`src/sv/rjb_pkg.sv`:
```
// Shared constants, codes and types of the RTP jitter buffer.
`timescale 1ns / 1ps
package rjb_pkg;

  // Geometry: slot and history depths are powers of two
  localparam int SLOT_AW      = 6;
  localparam int SLOTS        = 1 << SLOT_AW;
  localparam int HIST_AW      = 6;
  localparam int HISTORY      = 1 << HIST_AW;
  localparam int SHORT_WINDOW = 16;
  localparam int MIN_DEPTH    = 1;
  localparam int MAX_DEPTH    = 32;

  localparam int DEPTH_W = 7;
  localparam int HELD_W  = SLOT_AW + 1;
  localparam int CNT_W   = HIST_AW + 1;
  localparam int DIFF_W  = 31;
  localparam int CFG_IW  = 8;
  localparam int CFG_DW  = 16;

  // Operation codes
  localparam logic [1:0] OP_PUSH = 2'd0;
  localparam logic [1:0] OP_PULL = 2'd1;
  localparam logic [1:0] OP_TICK = 2'd2;
  localparam logic [1:0] OP_NONE = 2'd3;

  // Result status codes
  localparam logic [2:0] ST_PULL_OK   = 3'd0;
  localparam logic [2:0] ST_PULL_MISS = 3'd1;
  localparam logic [2:0] ST_STORED    = 3'd2;
  localparam logic [2:0] ST_DROPPED   = 3'd3;
  localparam logic [2:0] ST_TICK_DONE = 3'd4;

  // Register indexes
  localparam logic [CFG_IW-1:0] REG_FRAME_SIZE  = 8'd0;
  localparam logic [CFG_IW-1:0] REG_USE_PREFETCH = 8'd1;
  localparam logic [CFG_IW-1:0] REG_INIT_PREFETCH = 8'd2;
  localparam logic [CFG_IW-1:0] REG_ACCEPTED_PT = 8'd3;

  localparam logic [15:0]        RST_FRAME_SIZE = 16'd160;
  localparam logic [DEPTH_W-1:0] RST_DEPTH      = 7'd3;

  typedef struct packed {
    logic [15:0] seq;
    logic [31:0] ts;
    logic [15:0] handle;
  } slot_t;

  typedef struct packed {
    logic              start;
    logic              log_en;
    logic [DIFF_W-1:0] log_data;
  } dep_ctl_t;

  typedef struct packed {
    logic               done;
    logic               has_diffs;
    logic [DEPTH_W-1:0] depth;
  } dep_sts_t;

endpackage

```
`src/sv/rjb_slot_ram.sv`:
```
// Slot store: sequence, timestamp and handle per slot, registered read.
`timescale 1ns / 1ps
module rjb_slot_ram (
  input  logic                      clk,
  input  logic                      we,
  input  logic [rjb_pkg::SLOT_AW-1:0] waddr,
  input  rjb_pkg::slot_t            wdata,
  input  logic [rjb_pkg::SLOT_AW-1:0] raddr,
  output rjb_pkg::slot_t            rdata
);

  rjb_pkg::slot_t mem [rjb_pkg::SLOTS];

  // single write port, one registered read port
  always_ff @(posedge clk) begin
    if (we) begin
      mem[waddr] <= wdata;
    end
    rdata <= mem[raddr];
  end

endmodule

```
`config.mk`:
```
export PLATFORM = sky130hd
export DESIGN_NAME = rjb_slot_ram
export DESIGN_NICKNAME = d
export VERILOG_FILES = /design/src/sv/rjb_pkg.sv /design/src/sv/rjb_slot_ram.sv
export SDC_FILE = /design/constraint.sdc
export NUM_CORES = 2
export LEC_CHECK = 0
export BUFFER_PORTS_ARGS = -buffer_cell sky130_fd_sc_hd__buf_2
export CAP_MARGIN = 20
export CORE_UTILIZATION = 50
export CTS_CLUSTER_DIAMETER = 60
export DETAILED_ROUTE_END_ITERATION = 16
export PLACE_DENSITY = 0.7
export SLEW_MARGIN = 10
export SYNTH_ARGS = -nofsm -noshare
export SYNTH_HDL_FRONTEND = slang
export SYNTH_SLANG_ARGS = --single-unit
export TNS_END_PERCENT = 1
```
`constraint.sdc`:
```
create_clock -name clk -period 11.7 [get_ports clk]
set_clock_uncertainty 0.15 [all_clocks]
set_input_delay 1.755 -clock clk [delete_from_list [all_inputs] [get_ports clk]]
set_output_delay 1.755 -clock clk [all_outputs]
set_load 0.05 [all_outputs]
```
Word-level counts from Yosys, hierarchy flattened
Memory sizes are Yosys's and may differ from the RTL's. A register that Yosys moved wholly into a read port is not among the register bits.
Cells that the tools add are included.
{"block": "totals", "reg_bits": 0, "latchBits": 0, "ram_bits": 4096, "mem_bits_ro": 0, "in_bits": 78, "output_inout_bits": 64, "elab_cells": 3, "n_memories": 1}
{"block": "op_classes", "addsub": 0, "multipliers": 0, "div": 0, "order_cmp": 0, "eq_ne": 0, "n_shift": 0, "mux": 2, "n_bitwise": 0, "reduce_logical": 0}
{"memory": "mem", "depth": 64, "word_bits": 64, "read_ports": 1, "rd_clocked_by_memory_dff": 1, "wr": 1, "line": "rjb_slot_ram.sv:12", "text": "rjb_pkg::slot_t mem [rjb_pkg::SLOTS];"}
{"op": "1-bit 2-to-1 mux", "count": 2}

Depth between registers and ports, before layout
{"block": "logic_depth", "ltp_word": 2, "mapped_depth": 9, "depth_no_buf": 5}

Worst setup path after synthesis
No wires, ideal clock.
{"block": "synth_timing", "path_kind": "input port to flip-flop", "start": "in waddr[3] in the netlist's numbering", "end": "mem mem[48][0] in the netlist's numbering, enable pin", "setup_time_ns": 0.564, "arrival_ns": 6.627, "t_required_ns": 10.986, "slack_ns": 4.359, "path_stages": 4, "n_path_buf": 1, "path_cell_list": "clkbuf_1 > nor2b_1 > nand4b_1 > nor3_1"}
{"item": "start, declared", "line": "rjb_slot_ram.sv:6", "text": "input logic [rjb_pkg::SLOT_AW-1:0] waddr,"}
{"item": "end, declared", "line": "rjb_slot_ram.sv:12"}
Straight into the memory's write port.

==> flow_summary.json <==
{
  "netlist_top_cells_count": "4096 x edfxtp_1, 1024 x mux4_2, 170 x buf_2, 168 x a22oi_1, 140 x clkbuf_1",
  "synth_top_area_frac": 0.787,
  "cts_resized": 0,
  "core_area_um2": 310000,
  "rsz0062_at_grt": "false",
  "ys_types": 33,
  "period_share": 0.496,
  "hold_viol_final": 0,
  "fillers": 21900,
  "drive_gt1_frac": 0.281,
  "die_area_um2": 315000,
  "yosysMostFrequentCell": "edfxtp_1",
  "synth_compound_area_frac": 0.0248,
  "crit_path_frequent_cell": "buf_4",
  "powerDensity_nw_per_um2": 175,
  "cts_buffers": 396,
  "cts.htree.levels": 5,
  "ys_seq_area_frac": 0.795,
  "status": "finished, final reports clean",
  "place_inst": 10700,
  "r2r-start": "mem[13][42]$_DFFE_PP_",
  "slew_violations": 0,
  "crit_slowest_cell": "and2_4",
  "clk_pin_slew_ps": 60,
  "synthAdderAreaFrac": 0,
  "dr.pass1.iters": 6,
  "yosys.area_share.xor_xnor": 0,
  "async_flop_share": 0,
  "worstMarginPinSlew_ps": 1250,
  "cts_hold_buf": 0,
  "fmax_ghz": 0.172,
  "synth.area.top_cells": "edfxtp_1 79%, mux4_2 15%, mux2i_1 0.86%",
  "cpPeakStageDelay_ps": 930,
  "layout.nets": 7049,
  "place.gp.congestion": 0.810,
  "cts_tree": "built",
  "first_iter_violations": 11300,
  "cts_sinks": 4160,
  "final_cell_count_no_fill": 11400,
  "path_cells": "buf_8 -> buf_4 -> and2_4 -> buf_4 -> buf_4 -> a22oi_1 -> and3_1 -> a211oi_1",
  "clk_latency_ps": 930,
  "r2r_slack_ps": 9420,
  "die_w_um": 561,
  "grt_pass1_vias": 76100,
  "syn_nets": 6676,
  "synth_mux_area_frac": 0.156,
  "start_kind": "primary input",
  "synthCells": 6598,
  "setup.worst_path.end_class": "flop",
  "syn-mean-instance-area_um2": 23.7,
  "rr_endpoint": "rdata[42]$_DFF_P_",
  "max_slew_margin": 0.165,
  "routed_wl_mm": 424,
  "vias": 76900,
  "io_buffers": 141,
  "synth_top_area_cell": "edfxtp_1",
  "fin_area_um2": 176000,
  "yosysWarnings": 0,
  "antenna_found_initial": 42,
  "ys.flop_type": "edfxtp_1",
  "finalSetupTns_ps": 0,
  "maxCapViolations": 0,
  "cp.arrival_ps": 6450,
  "overflow": 0,
  "drc": 0,
  "clockBufferDepth": 4,
  "power.static_leakage_nw": 54.5,
  "min_path_type": "reg2reg",
  "crit_type": "in2reg",
  "post-route-min-period_ps": 5800,
  "synth_area_um2": 156000,
  "syn2layout_area_growth_pct": 12.3,
  "crit_path_start": "raddr[2]",
  "cp_max_fo": 58,
  "ir_drop_mv": 0.158,
  "start_util": 0.505,
  "io_pins": 142,
  "final_core_util": 0.567,
  "drtAntennaViolNets": 0,
  "avgRoutedWirePerCell_um": 37.1,
  "postCtsSetupRepairBufs": 0,
  "required_ps": 12340,
  "die_h_um": 561,
  "grt_max_degree": 128,
  "finalSetupViolCount": 0,
  "r2r_cells": 5,
  "root_buffer": "clkbuf_16",
  "track_usage": 0.269,
  "grt_pass1_wl_mm": 591,
  "dpl_cell_area_um2": 163000,
  "ys_seq_elements": 4160,
  "num_rows": 204,
  "crit_path_end": "rdata[9]$_DFF_P_",
  "dpl.hpwl_mm": 223,
  "synth-edff-count": 4096,
  "routed_via_density": 6.72,
  "synth_top_family_by_area": "multiplexers",
  "synth-simple-area-share": 0.0124
}
[logic make-up after synthesis]
logic type             count (synthesis)
and+or+nand+nor                      386
buffers and inverters                389
AOI/OAI and AO/OA                    504
DFF                                 4160
muxes                               1159
[placed cells by master, fill, tap and decap left out, types with 34 or more instances in the layout]
cell type,count
a211oi_1,63
a22o_1,88
a22oi_1,168
and3_1,64
buf_2,138
buf_4,181
bufinv_16,34
clkbuf_1,86
clkbuf_16,399
clkinv_1,58
clkinv_2,88
dfxtp_1,64
edfxtp_1,4096
mux2i_1,135
mux4_2,1024
nand2_1,55
nand3_1,45
nor2_1,47
nor2_4,65
o221ai_1,38
o22ai_1,83
[flip-flops by register name (all words and copies together) (netlist names)]
register  flops
mem        4096
rdata        64
[report_power, final]
group          total, mW  internal (mW)  switching (mW)  leakage, nW
Sequential          16.6           16.5          0.0751         37.4
Combinational       1.49          0.511           0.979         10.9
Clock               12.6           7.14            5.49         6.21
[final cells by class]
cell class / instances / area [um^2] / share of cell area
Tap cell: 4120 / 5150 / 0.0294
Sequential cell: 4160 / 124000 / 0.708
Clock inverter: 215 / 2110 / 0.0120
Multi-Input combinational cell: 2049 / 30800 / 0.175
Clock buffer: 502 / 10500 / 0.0600
Timing Repair Buffer: 345 / 2550 / 0.0146
Inverter: 19 / 71.3 / 0.000406
Antenna cell: 33 / 82.6 / 0.000470
[how the worst min path moves through the flow]
stage	start	end	slack [ps]	depth (start not counted)
2_1_floorplan	mem[30][61]$_DFFE_PP_	rdata[61]$_DFF_P_	640	4
3_3_place_gp	mem[44][46]$_DFFE_PP_	rdata[46]$_DFF_P_	660	4
3_5_place_dp	mem[36][42]$_DFFE_PP_	rdata[42]$_DFF_P_	680	4
4_1_cts	mem[36][42]$_DFFE_PP_	rdata[42]$_DFF_P_	680	4
5_1_grt	mem[39][48]$_DFFE_PP_	rdata[48]$_DFF_P_	730	4
6_report	mem[36][42]$_DFFE_PP_	rdata[42]$_DFF_P_	680	4
[critical path: cells and delay by family]
kind	cells	cell delay (ps)
buffers and inverters	4	2720
AND/OR/NAND/NOR	2	1160
AO/OA/AOI/OAI	2	410
[layer usage]
metal	vias to the layer above	GRT usage	share of wire
li1	29300	-	-
met1	41400	0.376	0.36
met2	5410	0.423	0.48
met3	855	0.0536	0.12
met4	6	0.100	0.040
met5	-	0	0.000073
[per-stage QoR]
step           power, mW  setup slack [ps]  hold WS [ps]
4_1_cts             30.8              6060           685
5_1_grt             31.4              5950           731
3_3_place_gp        18.3              5200           664
6_report            30.7              5900           684
3_5_place_dp        18.4              5150           676
2_1_floorplan       17.7              4360           638
(Power assumes the default switching activity.)
